## config.mk

```make
export PLATFORM = sky130hd
export DESIGN_NAME = energy_voice_activity_detector_core
export DESIGN_NICKNAME = d
export VERILOG_FILES = /design/src/rtl/eva_pkg.sv /design/src/rtl/eva_cfg_regs.sv /design/src/rtl/eva_datapath.sv /design/src/rtl/eva_out_reg.sv /design/src/rtl/energy_voice_activity_detector_core.sv
export SDC_FILE = /design/constraint.sdc
export NUM_CORES = 1
export LEC_CHECK = 0
export BUFFER_PORTS_ARGS = -buffer_cell sky130_fd_sc_hd__buf_4
export CELL_PAD_IN_SITES_DETAIL_PLACEMENT = 0
export CELL_PAD_IN_SITES_GLOBAL_PLACEMENT = 2
export CORE_UTILIZATION = 28
export DETAILED_ROUTE_END_ITERATION = 16
export PLACE_DENSITY_LB_ADDON = 0.1
export SYNTH_ARGS = -nofsm -noshare
export SYNTH_HDL_FRONTEND = slang
export SYNTH_HIERARCHICAL = 1
export SYNTH_SLANG_ARGS = --single-unit
```

## constraint.sdc

```tcl
create_clock -name clk -period 7.8 [get_ports clk]
set_input_delay 1.95 -clock clk [delete_from_list [all_inputs] [get_ports clk]]
set_output_delay 1.95 -clock clk [all_outputs]
set_load 0.1 [all_outputs]
```

## src/rtl/eva_pkg.sv

```systemverilog
// ----------------------------------------------------------------------------
// eva_pkg
// Shared constants, codes and types of the energy voice activity detector.
// ----------------------------------------------------------------------------
`default_nettype none

package eva_pkg;

  localparam int SAMPLES_PER_MS = 16;
  localparam int MAX_FRAME_MS   = 60;
  localparam int MAX_LEN        = SAMPLES_PER_MS * MAX_FRAME_MS;
  localparam int LEN_W          = $clog2(MAX_LEN + 1);
  localparam int MAG_W          = 17;
  localparam int SUM_W          = $clog2(MAX_LEN * 32768 + 1);
  localparam int PROD_W         = 16 + LEN_W;
  localparam int CMP_W          = (PROD_W > SUM_W) ? PROD_W : SUM_W;

  localparam logic [15:0] THRESHOLD_RST = 16'd1000;
  localparam logic [15:0] SILENCE_RST   = 16'd2000;
  localparam logic [5:0]  FRAME_MS_RST  = 6'd20;

  localparam logic [1:0] REG_THRESHOLD = 2'd0;
  localparam logic [1:0] REG_SILENCE   = 2'd1;
  localparam logic [1:0] REG_FRAME_MS  = 2'd2;

  localparam logic [1:0] OP_SAMPLE = 2'd0;
  localparam logic [1:0] OP_START  = 2'd1;
  localparam logic [1:0] OP_STOP   = 2'd2;

  localparam logic [1:0] EV_FRAME = 2'd0;
  localparam logic [1:0] EV_START = 2'd1;
  localparam logic [1:0] EV_STOP  = 2'd2;

  localparam logic [1:0] CAUSE_NONE   = 2'd0;
  localparam logic [1:0] CAUSE_VAD    = 2'd1;
  localparam logic [1:0] CAUSE_MANUAL = 2'd2;

  typedef struct packed {
    logic [15:0] threshold;
    logic [15:0] silence_limit;
    logic [5:0]  frame_ms;
  } cfg_t;

  typedef struct packed {
    logic        frame_silent;
    logic [15:0] quiet_ms;
    logic [1:0]  stop_reason;
    logic        capturing;
    logic [1:0]  event_kind;
  } result_t;

endpackage

`default_nettype wire

```

## src/rtl/eva_cfg_regs.sv

```systemverilog
// ----------------------------------------------------------------------------
// eva_cfg_regs
// Configuration register file: threshold, silence limit and frame length.
// ----------------------------------------------------------------------------
`default_nettype none

module eva_cfg_regs (
  input  wire              clk,
  input  wire              rst,
  input  wire              wr_en,
  input  wire [1:0]        wr_index,
  input  wire [15:0]       wr_data,
  output eva_pkg::cfg_t    cfg
);

  always_ff @(posedge clk) begin
    if (rst) begin
      cfg.threshold     <= eva_pkg::THRESHOLD_RST;
      cfg.silence_limit <= eva_pkg::SILENCE_RST;
      cfg.frame_ms      <= eva_pkg::FRAME_MS_RST;
    end else if (wr_en) begin
      unique case (wr_index)
        eva_pkg::REG_THRESHOLD: cfg.threshold     <= wr_data;
        eva_pkg::REG_SILENCE:   cfg.silence_limit <= wr_data;
        eva_pkg::REG_FRAME_MS:  cfg.frame_ms      <= wr_data[5:0];
        default: ;
      endcase
    end
  end

endmodule

`default_nettype wire

```

## src/rtl/eva_datapath.sv

```systemverilog
// ----------------------------------------------------------------------------
// eva_datapath
// Frame energy accumulation, silence timing and capture control state.
// ----------------------------------------------------------------------------
`default_nettype none

module eva_datapath (
  input  wire                clk,
  input  wire                rst,
  input  wire                step,
  input  wire [1:0]          opcode,
  input  wire [15:0]         sample,
  input  eva_pkg::cfg_t      cfg,
  output logic               has_result,
  output eva_pkg::result_t   result
);

  logic                       capture_active, capture_active_next;
  logic [1:0]                 stop_cause, stop_cause_next;
  logic [15:0]                silent_time, silent_time_next;
  logic [eva_pkg::SUM_W-1:0]  abs_sum, abs_sum_next;
  logic [eva_pkg::LEN_W-1:0]  sample_index, sample_index_next;

  logic [16:0]                sx;
  logic [eva_pkg::MAG_W-1:0]  mag;
  logic [5:0]                 fms;
  logic [eva_pkg::LEN_W-1:0]  len;
  logic [eva_pkg::SUM_W-1:0]  sum_inc;
  logic [eva_pkg::LEN_W-1:0]  idx_inc;
  logic [eva_pkg::PROD_W-1:0] thr_len;
  logic                       frame_done;
  logic                       silent;
  logic [16:0]                t_add;
  logic [15:0]                t_sat;

  always_comb begin
    sx  = {sample[15], sample};
    mag = sample[15] ? (17'd0 - sx) : sx;
    if (cfg.frame_ms == 6'd0) begin
      fms = 6'd1;
    end else if (cfg.frame_ms > 6'(eva_pkg::MAX_FRAME_MS)) begin
      fms = 6'(eva_pkg::MAX_FRAME_MS);
    end else begin
      fms = cfg.frame_ms;
    end
    len        = eva_pkg::LEN_W'(eva_pkg::SAMPLES_PER_MS) * eva_pkg::LEN_W'(fms);
    sum_inc    = abs_sum + eva_pkg::SUM_W'(mag);
    idx_inc    = sample_index + eva_pkg::LEN_W'(1);
    frame_done = idx_inc >= len;
    thr_len    = eva_pkg::PROD_W'(cfg.threshold) * eva_pkg::PROD_W'(len);
    silent     = eva_pkg::CMP_W'(sum_inc) < eva_pkg::CMP_W'(thr_len);
    t_add      = {1'b0, silent_time} + 17'(fms);
    t_sat      = t_add[16] ? 16'hFFFF : t_add[15:0];
  end

  always_comb begin
    capture_active_next = capture_active;
    stop_cause_next     = stop_cause;
    silent_time_next    = silent_time;
    abs_sum_next        = abs_sum;
    sample_index_next   = sample_index;
    has_result          = 1'b0;
    result.frame_silent = 1'b0;
    result.event_kind   = eva_pkg::EV_FRAME;
    unique case (opcode)
      eva_pkg::OP_START: begin
        capture_active_next = 1'b1;
        stop_cause_next     = eva_pkg::CAUSE_NONE;
        silent_time_next    = 16'd0;
        abs_sum_next        = '0;
        sample_index_next   = '0;
        has_result          = 1'b1;
        result.event_kind   = eva_pkg::EV_START;
      end
      eva_pkg::OP_STOP: begin
        if (capture_active) begin
          capture_active_next = 1'b0;
          stop_cause_next     = eva_pkg::CAUSE_MANUAL;
        end
        has_result        = 1'b1;
        result.event_kind = eva_pkg::EV_STOP;
      end
      eva_pkg::OP_SAMPLE: begin
        if (capture_active) begin
          if (frame_done) begin
            abs_sum_next        = '0;
            sample_index_next   = '0;
            has_result          = 1'b1;
            result.frame_silent = silent;
            if (silent) begin
              silent_time_next = t_sat;
              if (t_sat >= cfg.silence_limit) begin
                capture_active_next = 1'b0;
                stop_cause_next     = eva_pkg::CAUSE_VAD;
              end
            end else begin
              silent_time_next = 16'd0;
            end
          end else begin
            abs_sum_next      = sum_inc;
            sample_index_next = idx_inc;
          end
        end
      end
      default: ;
    endcase
    result.quiet_ms    = silent_time_next;
    result.stop_reason = stop_cause_next;
    result.capturing   = capture_active_next;
  end

  always_ff @(posedge clk) begin
    if (rst) begin
      capture_active <= 1'b0;
      stop_cause     <= eva_pkg::CAUSE_NONE;
      silent_time    <= 16'd0;
      abs_sum        <= '0;
      sample_index   <= '0;
    end else if (step) begin
      capture_active <= capture_active_next;
      stop_cause     <= stop_cause_next;
      silent_time    <= silent_time_next;
      abs_sum        <= abs_sum_next;
      sample_index   <= sample_index_next;
    end
  end

  a_cause_code: assert property (@(posedge clk) disable iff (rst)
    stop_cause != 2'd3)
    else $error("invalid stop cause");

  a_start_clears: assert property (@(posedge clk) disable iff (rst)
    step && opcode == eva_pkg::OP_START |=>
      capture_active && silent_time == 16'd0 && sample_index == '0 && abs_sum == '0)
    else $error("start did not clear state");

  a_index_bound: assert property (@(posedge clk) disable iff (rst)
    sample_index < eva_pkg::LEN_W'(eva_pkg::MAX_LEN))
    else $error("sample index out of range");

  a_idle_holds: assert property (@(posedge clk) disable iff (rst)
    step && !capture_active && opcode == eva_pkg::OP_SAMPLE |=>
      $stable(abs_sum) && $stable(sample_index) && $stable(silent_time))
    else $error("idle sample changed state");

endmodule

`default_nettype wire

```

## src/rtl/eva_out_reg.sv

```systemverilog
// ----------------------------------------------------------------------------
// eva_out_reg
// Result register driving the master stream side.
// ----------------------------------------------------------------------------
`default_nettype none

module eva_out_reg (
  input  wire                clk,
  input  wire                rst,
  input  wire                load,
  input  eva_pkg::result_t   din,
  output logic               free,
  output logic               m_tvalid,
  input  wire                m_tready,
  output logic [23:0]        m_tdata,
  output logic [1:0]         m_tuser
);

  eva_pkg::result_t hold;

  assign free    = !m_tvalid || m_tready;
  assign m_tdata = {4'd0, hold.capturing, hold.stop_reason, hold.quiet_ms,
                    hold.frame_silent};
  assign m_tuser = hold.event_kind;

  always_ff @(posedge clk) begin
    if (rst) begin
      m_tvalid <= 1'b0;
    end else if (load) begin
      m_tvalid <= 1'b1;
    end else if (m_tready) begin
      m_tvalid <= 1'b0;
    end
  end

  always_ff @(posedge clk) begin
    if (load) begin
      hold <= din;
    end
  end

endmodule

`default_nettype wire

```

## src/rtl/energy_voice_activity_detector_core.sv

```systemverilog
// ----------------------------------------------------------------------------
// energy_voice_activity_detector_core
// Energy based voice activity detector with capture start/stop control.
// ----------------------------------------------------------------------------
// Each input beat is held in the input register, then its result in the result register.
// Throughput: one input beat per cycle, unless a beat with a result waits for the result register to be free.
// Items that produce no result pass without waiting for the result register.
// Reset (synchronous): capture off, counters cleared, config at default values.
`default_nettype none

module energy_voice_activity_detector_core (
  input  wire         clk,
  input  wire         rst,
  input  wire         s_tvalid,
  output logic        s_tready,
  input  wire  [15:0] s_tdata,   // sample[15:0]
  input  wire  [1:0]  s_tuser,   // opcode[1:0]
  output logic        m_tvalid,
  input  wire         m_tready,
  output logic [23:0] m_tdata,   // frame_silent[0], quiet_ms[16:1],
                                 // stop_reason[18:17], capturing[19], zero[23:20]
  output logic [1:0]  m_tuser,   // event_kind[1:0]
  input  wire         cfg_valid,
  output logic        cfg_ready,
  input  wire  [1:0]  cfg_index,
  input  wire  [15:0] cfg_data
);

  eva_pkg::cfg_t    cfg;
  eva_pkg::result_t result;
  logic             in_valid;
  logic [1:0]       in_opcode;
  logic [15:0]      in_sample;
  logic             has_result;
  logic             out_free;
  logic             advance;

  assign cfg_ready = 1'b1;
  assign advance   = in_valid && (!has_result || out_free);
  assign s_tready  = !in_valid || advance;

  always_ff @(posedge clk) begin
    if (rst) begin
      in_valid <= 1'b0;
    end else if (s_tready) begin
      in_valid <= s_tvalid;
    end
  end

  always_ff @(posedge clk) begin
    if (s_tvalid && s_tready) begin
      in_opcode <= s_tuser;
      in_sample <= s_tdata;
    end
  end

  eva_cfg_regs u_cfg (
    .clk      (clk),
    .rst      (rst),
    .wr_en    (cfg_valid && cfg_ready),
    .wr_index (cfg_index),
    .wr_data  (cfg_data),
    .cfg      (cfg)
  );

  eva_datapath u_dp (
    .clk        (clk),
    .rst        (rst),
    .step       (advance),
    .opcode     (in_opcode),
    .sample     (in_sample),
    .cfg        (cfg),
    .has_result (has_result),
    .result     (result)
  );

  eva_out_reg u_out (
    .clk      (clk),
    .rst      (rst),
    .load     (advance && has_result),
    .din      (result),
    .free     (out_free),
    .m_tvalid (m_tvalid),
    .m_tready (m_tready),
    .m_tdata  (m_tdata),
    .m_tuser  (m_tuser)
  );

endmodule

`default_nettype wire
```

==> metrics.cfg, run 1 <==
[finish]
layout_common_cells=122 x inv_1, 103 x ha_1, 94 x dfxtp_1
nNetsFinal=1443
finalNonFillerCells=1771
antenna_cells=0
area_growth_pct=15.25
ff_latch_area_um2=3083
multiInputGateArea_um2=7196
final_util=0.3271
fill_cells=4013
mostFrequentLayoutCell=inv_1
final_layout_size_suffix_gt1_frac=0.1077
design_area_um2=12640

[floorplanning]
die_w_um=199.9
io_pins=70
core_area_um2=38650
rows=72
die_h_um=199.9
start_util=0.2838
dieArea_um2=39970

[clock_tree]
insertion_delay_ps=450
clock-sinks=134
cts_buffer_depth=2
cts-root-buf=clkbuf_16
htreeDepth=4
cts_tree=yes
cts.clk_slew.worst_paths_ps=60
cts_hold_buf=0
numCtsBuffers=17

[timing]
setup_viol=0
maxSlewViolCount=0
fmax_mhz=141.7
rsz0062_at_grt=no
timing.final.hold_violations=0
worst_pin_slew_ps=1091
period_share=0.9048
slew_headroom=0.2713
fin_tns_setup_ps=0
clock_skew_ps=14.75
fin_crit_ps=7057

[logic_synthesis]
synth_seq_cells=134
synth.largest_area_cell=dfxtp_1
synthDistinctLibCells=79
netlist_area_um2=10970
synth-main-ff-cell=dfxtp_1
async_reset_ff_frac=0
synth_area_leaders=dfxtp_1 17%, ha_1 12%, edfxtp_1 11%, fa_1 11%, inv_1 4.2%
postSynthAreaPerCell_um2=9.218
synthCells=1190
ys_seq_area_frac=0.2811
synth_edf_count=40
synth_top_area_frac=0.1716
synth_warnings=6

[outcome]
status=completed

[global_routing]
grt_pass1_vias=8414
grt_pass1_wl_mm=46.60
grt-ovfl-total=0
antenna_found_initial=0
grtUsageTotal=0.1530
grt_max_degree=79

[route]
dr.pass1.iters=7
post-route-drc-count=0
dr.first_iter.drc_count=280
routed_wl_mm=29.43
ant_nets=0
routed-via-count=8336
viasPerCell=4.707
wire_per_inst_um=16.62

[worst_setup_path]
cp_max_fo=17
startpoint_type=flip-flop
worstPathRequired_ps=8130
crit_type=flip-flop to flip-flop
end_kind=flip-flop
critPathArrivalTime_ps=7380

[power]
power_leakage_nw=5.694
ir_drop_uv=142.1
power_density_nw_per_um2=176.8

[placement]
post-dp-hpwl_mm=22.48
port_buffers=64
placedCellCount=1738
post_dp_cell_area_um2=11970
place.gp.congestion=0.7577

[hold_path]
hold_class=flip-flop to flip-flop

[run]
maxCapViolCount=0

## power by group
group	total (mW)	switching, mW	internal [mW]
clock	0.899	0.329	0.571
sequential	0.750	0.0174	0.733
combinational	0.586	0.352	0.234
total	2.24	0.698	1.54
## registers in the layout (all words and copies together), names as in the netlist
| signal | flops |
|---|---|
| u_out/m_tuser | 2 |
| u_dp/abs_sum | 25 |
| in_opcode | 2 |
| u_out/m_tvalid | 1 |
| u_dp/sample_index | 10 |
| u_dp/silent_time | 16 |
| u_dp/capture_active | 1 |
| in_valid | 1 |
| u_cfg/cfg | 38 |
| u_out/m_tdata | 20 |
| in_sample | 16 |
| u_dp/stop_cause | 2 |
## metal layers
layer  GRT usage  up-vias  wire length [um]
li1            -     4213                 -
met1      0.2066     4002             14940
met2      0.2446       95             13380
met3     0.02755       26               710
met4     0.05202        0               406
met5           0        -                 0
## through the flow
stage	setup WS, ps	hold slack (ps)	power [mW]
2_1_floorplan	1365	448.7	1.196
3_3_place_gp	492.6	464.8	1.365
3_5_place_dp	476.4	473.4	1.357
4_1_cts	467.0	486.4	2.277
5_1_grt	127.5	499.9	2.373
6_report	742.6	482.3	2.236
## worst paths after layout
path	startpoint	endpoint	slack (ps)	cells after the start
setup / recovery	u_cfg/cfg[5]	u_out/m_tdata[11]	740	26
hold / removal	u_cfg/cfg[21]	u_cfg/cfg[21]	480	2
setup reg to reg	u_cfg/cfg[5]	u_out/m_tdata[11]	740	26
hold reg to reg	u_cfg/cfg[21]	u_cfg/cfg[21]	480	2
## critical path, cell delays in order, from the launching register on
cell and delay [ps]:
dfxtp_1 510, nand4_1 460, and3_1 390, fa_1 500, inv_1 50, fa_1 460
fa_1 540, inv_1 40, ha_1 360, o21ai_0 230, o21ai_0 130, o211a_1 160
o41ai_1 330, buf_4 180, o21ai_0 110, nor4_1 190, nor3_1 100, xnor2_1 170
ha_1 260, nand3_1 70, nor2_1 70, a21oi_1 150, o221ai_1 140, a311o_1 340
o31a_2 210, a21boi_4 530, a22o_2 240
## synth_stat cells (all sizes together), types with 4 or more instances
| cell type | number |
|---|---|
| buf | 20 |
| a21oi | 50 |
| xnor2 | 38 |
| or3 | 7 |
| nand3b | 7 |
| a22o | 24 |
| mux2i | 40 |
| a22oi | 16 |
| o31ai | 8 |
| dfxtp | 94 |
| nor3 | 13 |
| ha | 103 |
| and3 | 29 |
| nand2 | 56 |
| nand2b | 46 |
| o21ai | 43 |
| a21o | 15 |
| o21bai | 8 |
| o21a | 13 |
| xor2 | 26 |
| and2 | 70 |
| edfxtp | 40 |
| a211oi | 4 |
| nand4 | 9 |
| nor2b | 20 |
| fa | 59 |
| nand3 | 27 |
| nor2 | 74 |
| a32o | 16 |
| clkbuf | 34 |
| inv | 122 |
| a31oi | 9 |
## repair_timing
item,in CTS,in global routing
endpoints found under the setup margin,0,33
setup buffers,0,0
gates resized for setup,0,2
## cells by family after synthesis
family	count (synthesis)	synth area share
XOR/XNOR	64	0.05110
flip-flops	134	0.2811
adder cells (fa/ha/maj)	162	0.2252
AO/OA/AOI/OAI	237	0.1541
other	3	0.001027
multiplexers	41	0.03753
buffers and inverters	176	0.06581
AND/OR/NAND/NOR	373	0.1842
## final cells by class
class / instances / area share
Multi-Input combinational cell: 884 / 0.5692
Clock buffer: 21 / 0.03810
Tap cell: 518 / 0.05127
Timing Repair Buffer: 81 / 0.04810
Sequential cell: 134 / 0.2439
Clock inverter: 11 / 0.01326
Inverter: 122 / 0.03622
Note: power is estimated with default switching activity, not from simulation.
==> inputs of run 2 (changes only) <==
Clock period 7.8 ns to 6.47 ns, I/O delays scaled along.
==> metrics.cfg, run 2 (synthesis gave the netlist of run 1 again) <==
[clock_tree]
cts.clk_slew.worst_paths_ps=60  ; about the same
numCtsBuffers=17  ; unchanged
cts_tree=yes
insertion_delay_ps=440  ; about the same
htreeDepth=4  ; unchanged
clock-sinks=134  ; unchanged
cts-root-buf=clkbuf_16
cts_hold_buf=0  ; unchanged
cts_buffer_depth=2  ; unchanged

[route]
routed-via-count=8510  ; +2.1%
dr.pass1.iters=6  ; -1
viasPerCell=4.612  ; -2.0%
post-route-drc-count=0  ; unchanged
wl_met3_um=626  ; -12%
dr_wl_met2_mm=14.11  ; +5.5%
routed_wl_mm=29.72  ; +0.98%
wire_per_inst_um=16.11  ; -3.1%
met1_length_mm=14.75  ; -1.3%
ant_nets=0  ; unchanged
dr.first_iter.drc_count=285  ; +1.8%
highest_layer=met4

[worst_setup_path]
slowest_stage=fa_1
cp_slowest_stage_delay_ps=560  ; +20 ps
startpoint_type=flip-flop
crit_path_frequent_cell=fa_1
critPathArrivalTime_ps=6560  ; -820 ps
end_kind=flip-flop
crit_type=flip-flop to flip-flop
regToRegSetupSlack_ps=100  ; -650 ps
cp_max_fo=9  ; -8
worstPathRequired_ps=6660  ; -1470 ps

[finish]
regMostFlops=u_cfg/cfg
area_growth_pct=22.71
largest_reg_flops=38  ; unchanged
ff_latch_area_um2=3095  ; +0.41%
design_area_um2=13460  ; +6.5%
layout_common_cells=142 x buf_4, 115 x inv_1, 93 x ha_1
mostFrequentLayoutCell=buf_4
nNetsFinal=1517  ; +5.1%
antenna_cells=0  ; unchanged
multiInputGateArea_um2=7432  ; +3.3%
final_layout_size_suffix_gt1_frac=0.1937  ; +0.08593
fill_cells=3991  ; -0.55%

[global_routing]
antenna_found_initial=0  ; unchanged
grt-ovfl-total=0  ; unchanged
grtUsageTotal=0.1552  ; +0.002272
grt_pass1_wl_mm=47.89  ; +2.8%
grt_pass1_vias=8758  ; +4.1%
grt_max_degree=72  ; -8.9%

[power]
ir_drop_uv=153.7  ; +8.1%
p_comb_frac=0.352  ; +0.090
power_frac_clock=0.326  ; -0.076
power_leakage_nw=6.065  ; +6.5%
switching_power_mw=0.9665  ; +39%
sequentialPowerShare=0.322  ; -0.014
internal-power_mw=1.842  ; +20%
power_mw=2.809  ; +26%
power_density_nw_per_um2=208.7  ; +18%
power.share.switching=0.3441  ; +0.03198

[timing]
fmax_mhz=156.9  ; +11%
maxSlewViolCount=0  ; unchanged
worst_pin_slew_ps=914.6  ; -176.2 ps
period_share=0.9850  ; +0.08024
slew_headroom=0.3890  ; +0.1177
rsz0062_at_grt=yes
clock_skew_ps=15.24  ; +0.4869 ps
setup_viol=0  ; unchanged
fin_crit_ps=6373  ; -684.2 ps
timing.final.hold_violations=0  ; unchanged

[hold_path]
hold_class=flip-flop to flip-flop

[outcome]
status=completed

[floorplanning]
core_area_um2=38650  ; unchanged
io_pins=70  ; unchanged
die_h_um=199.9  ; unchanged
dieArea_um2=39970  ; unchanged
rows=72  ; unchanged
start_util=0.2838  ; unchanged
die_w_um=199.9  ; unchanged

[placement]
port_buffers=64  ; unchanged
post-dp-hpwl_mm=23.06  ; +2.6%
place.gp.congestion=0.7564  ; -0.17%
post_dp_cell_area_um2=12450  ; +4.0%

[run]
maxCapViolCount=0  ; unchanged

==> run 2: what timing repair did <==
action                                 4_1_cts  5_1_grt
gates cloned                                 1        1
resized for setup                           28       51
endpoints found under the hold margin        0        0
setup buffers                                5        9
pin swaps                                   15       49
setup endpoints to repair                   39       39
==> run 2: routing by layer <==
metal | GRT usage | vias up
li1 | - | 4372
met1 | 0.2102 | 4043
met2 | 0.2578 | 83
met3 | 0.02739 | 12
met4 | 0.03138 | 0
met5 | 0 | -
==> run 2: per-stage QoR <==
step	instances	setup TNS [ps]	util	setup WS [ps]	hold slack, ps
after floorplan	1193	0	-	34.88	448.7
after global placement	1798	-7166	0.3221	-291.1	465.5
after detailed placement	1798	-7835	0.3221	-303.6	470.9
after CTS	1836	0	0.3406	1.217	483.9
after global routing	1845	-8601	0.3483	-289.0	496.5
final	1845	0	0.3483	96.82	476.5
==> run 2: final timing paths <==
check                            to           from  depth (start not counted)
setup reg to reg  u_out/m_tdata[11]   u_cfg/cfg[2]                         29
setup / recovery  u_out/m_tdata[11]   u_cfg/cfg[2]                         29
hold reg to reg       u_cfg/cfg[21]  u_cfg/cfg[21]                          2
hold / removal        u_cfg/cfg[21]  u_cfg/cfg[21]                          2
==> run 2: layout make-up <==
| class | instances | area share |
|---|---|---|
| flip-flops and latches | 134 | 0.2300 |
| well taps | 518 | 0.04815 |
| clock buffers | 17 | 0.03160 |
| multi-input cells | 883 | 0.5521 |
| repair buffers | 156 | 0.09528 |
| inverters | 122 | 0.03402 |
| clock inverters | 15 | 0.008831 |
==> run 2: critical path, delay by kind of cell (launching register included) <==
kind	cells	cell delay, ps
flip-flops	1	390
XOR/XNOR	1	50
adder cells (fa/ha/maj)	5	2080
AO/OA/AOI/OAI	9	1830
AND/OR/NAND/NOR	6	860
buffers and inverters	8	890
==> run 2: power by group through the flow <==
stage	combinational (mW)	clock, mW	sequential, mW
2_1_floorplan	0.511	0	0.931
5_1_grt	1.11	0.990	0.906
3_5_place_dp	0.857	0	0.922
3_3_place_gp	0.858	0	0.922
6_report	0.990	0.916	0.903
4_1_cts	0.909	0.954	0.903
==> inputs of run 3 (changes only) <==
Settings changed: CAP_MARGIN from default to 0, SETUP_SLACK_MARGIN from default to 0.5.
==> metrics.cfg, run 3 (synthesis gave the netlist of run 1 again) <==
[finish]
antenna_cells=0  ; unchanged
fill_cells=4048  ; +1.4%
final_layout_size_suffix_gt1_frac=0.1903  ; -0.003374
multiInputGateArea_um2=7478  ; +0.62%
mostFrequentLayoutCell=buf_4
nNetsFinal=1509  ; -0.53%
area_growth_pct=23.02
design_area_um2=13490  ; +0.25%
ff_latch_area_um2=3094  ; about the same
finalNonFillerCells=1837  ; -0.43%
largest_reg_flops=38  ; unchanged
layout_common_cells=137 x buf_4, 115 x inv_1, 93 x ha_1
regMostFlops=u_cfg/cfg

[worst_setup_path]
path_buf_inv=9  ; +1
critPathArrivalTime_ps=6490  ; -70 ps
cp_slowest_stage_delay_ps=490  ; -70 ps
slowest_stage=fa_1
cp_max_fo=8  ; -1
end_kind=flip-flop
path_delay_family=adder cells
crit_type=flip-flop to flip-flop
startpoint_type=flip-flop
crit_path_frequent_cell=fa_1
worstPathRequired_ps=6660  ; about the same

[power]
switching_power_mw=0.9540  ; -1.3%
power_leakage_nw=6.050  ; -0.25%
sequentialPowerShare=0.311  ; -0.011
power_frac_clock=0.347  ; +0.021
ir_drop_uv=151.8  ; -1.3%
power.share.switching=0.3280  ; -0.01615
power_density_nw_per_um2=215.5  ; +3.3%
internal-power_mw=1.955  ; +6.1%
p_comb_frac=0.342  ; -0.010

[global_routing]
grtUsageTotal=0.1567  ; +0.001420
grt_max_degree=81  ; +13%
grt_pass1_wl_mm=47.99  ; +0.22%
grt_pass1_vias=8751  ; -0.080%
grt-ovfl-total=0  ; unchanged
antenna_found_initial=0  ; unchanged

[placement]
post-place-ws_ps=-131.2  ; +172.3 ps
post-dp-hpwl_mm=23.01  ; -0.21%
placedCellCount=1793  ; -0.28%
place.gp.congestion=0.7502  ; -0.82%
port_buffers=64  ; unchanged
post_dp_cell_area_um2=12510  ; +0.46%

[clock_tree]
cts_tree=yes
htreeDepth=4  ; unchanged
numCtsBuffers=17  ; unchanged
cts_buffer_depth=2  ; unchanged
cts.clk_slew.worst_paths_ps=60  ; about the same
clock-sinks=134  ; unchanged
insertion_delay_ps=440  ; about the same
cts-root-buf=clkbuf_16
cts_hold_buf=0  ; unchanged

[route]
dr.pass1.iters=5  ; -1
routed-via-count=8530  ; +0.24%
ant_nets=0  ; unchanged
viasPerCell=4.643  ; +0.67%
routed_wl_mm=30.03  ; +1.0%
dr.first_iter.drc_count=294  ; +3.2%
wire_per_inst_um=16.35  ; +1.5%
post-route-drc-count=0  ; unchanged

[floorplanning]
core_area_um2=38650  ; unchanged
io_pins=70  ; unchanged
start_util=0.2838  ; unchanged
die_h_um=199.9  ; unchanged
rows=72  ; unchanged
die_w_um=199.9  ; unchanged
dieArea_um2=39970  ; unchanged

[timing]
setup_viol=0  ; unchanged
fin_crit_ps=6293  ; -79.91 ps
fmax_mhz=158.9  ; +1.3%
period_share=0.9727  ; -0.01235
clock_skew_ps=9.997  ; -5.243 ps
rsz0062_at_grt=yes
holdWs_ps=471.9  ; -4.647 ps
slew_headroom=0.3329  ; -0.05611
timing.final.hold_violations=0  ; unchanged
maxSlewViolCount=0  ; unchanged
worst_pin_slew_ps=998.6  ; +83.99 ps
fin_ws_ps=176.7  ; +79.91 ps

[hold_path]
hold_class=flip-flop to flip-flop

[run]
maxCapViolCount=0  ; unchanged

[outcome]
status=completed

-- run 3: cell type report --
type,instances,share of cell area
sequential,134,0.2293
clock buffer,21,0.03727
multi-input combinational,883,0.5542
inverter,122,0.03412
timing repair buffer,148,0.08920
tap,518,0.04803
clock inverter,11,0.007881
-- run 3: stage by stage --
| stage | power [mW] | util | setup TNS, ps |
|---|---|---|---|
| floorplan | 1.496 | - | 0 |
| global placement | 1.818 | 0.3236 | -274.3 |
| detailed placement | 1.812 | 0.3236 | -752.6 |
| CTS | 2.921 | 0.3439 | 0 |
| global route | 3.106 | 0.3492 | -2962 |
| finish | 2.909 | 0.3492 | 0 |
-- run 3: timing repair --
action,4_1_cts,5_1_grt
cloned,1,1
pin swaps,18,43
buffers inserted,4,6
setup endpoints to repair,39,39
resized for setup,28,28
-- run 3: worst register-to-register path: cells and delay by family, from the launching register on --
family                   cells  cell delay, ps
AND/OR/NAND/NOR              9            1180
adder cells (fa/ha/maj)      5            1910
XOR/XNOR                     1              60
buffers and inverters        9            1050
AO/OA/AOI/OAI                8            1500
flip-flops                   1             370
-- run 3: path summary, 6_finish.rpt --
path / startpoint / endpoint / slack (ps) / cells after the start
worst max-delay path: u_cfg/cfg[5] / u_out/m_tdata[1] / 180 / 32
worst max register to register: u_cfg/cfg[5] / u_out/m_tdata[1] / 180 / 32
worst min register to register: u_cfg/cfg[11] / u_cfg/cfg[11] / 470 / 2
worst min-delay path: u_cfg/cfg[11] / u_cfg/cfg[11] / 470 / 2
-- run 3: layer usage --
metal,up-vias,GRT usage,share of wire,wire (um)
met5,-,0,0,0
met2,86,0.2584,0.47,14080
li1,4361,-,-,-
met1,4069,0.2133,0.50,14970
met4,0,0.03138,0.0090,270
met3,14,0.02823,0.024,708
-- run 3: power by group through the flow --
| stage | clock [mW] | sequential, mW | combinational (mW) |
|---|---|---|---|
| after floorplan | 0 | 0.932 | 0.565 |
| after global placement | 0 | 0.923 | 0.895 |
| after detailed placement | 0 | 0.922 | 0.890 |
| after CTS | 1.05 | 0.904 | 0.971 |
| after global routing | 1.08 | 0.906 | 1.12 |
| final | 1.01 | 0.904 | 0.996 |
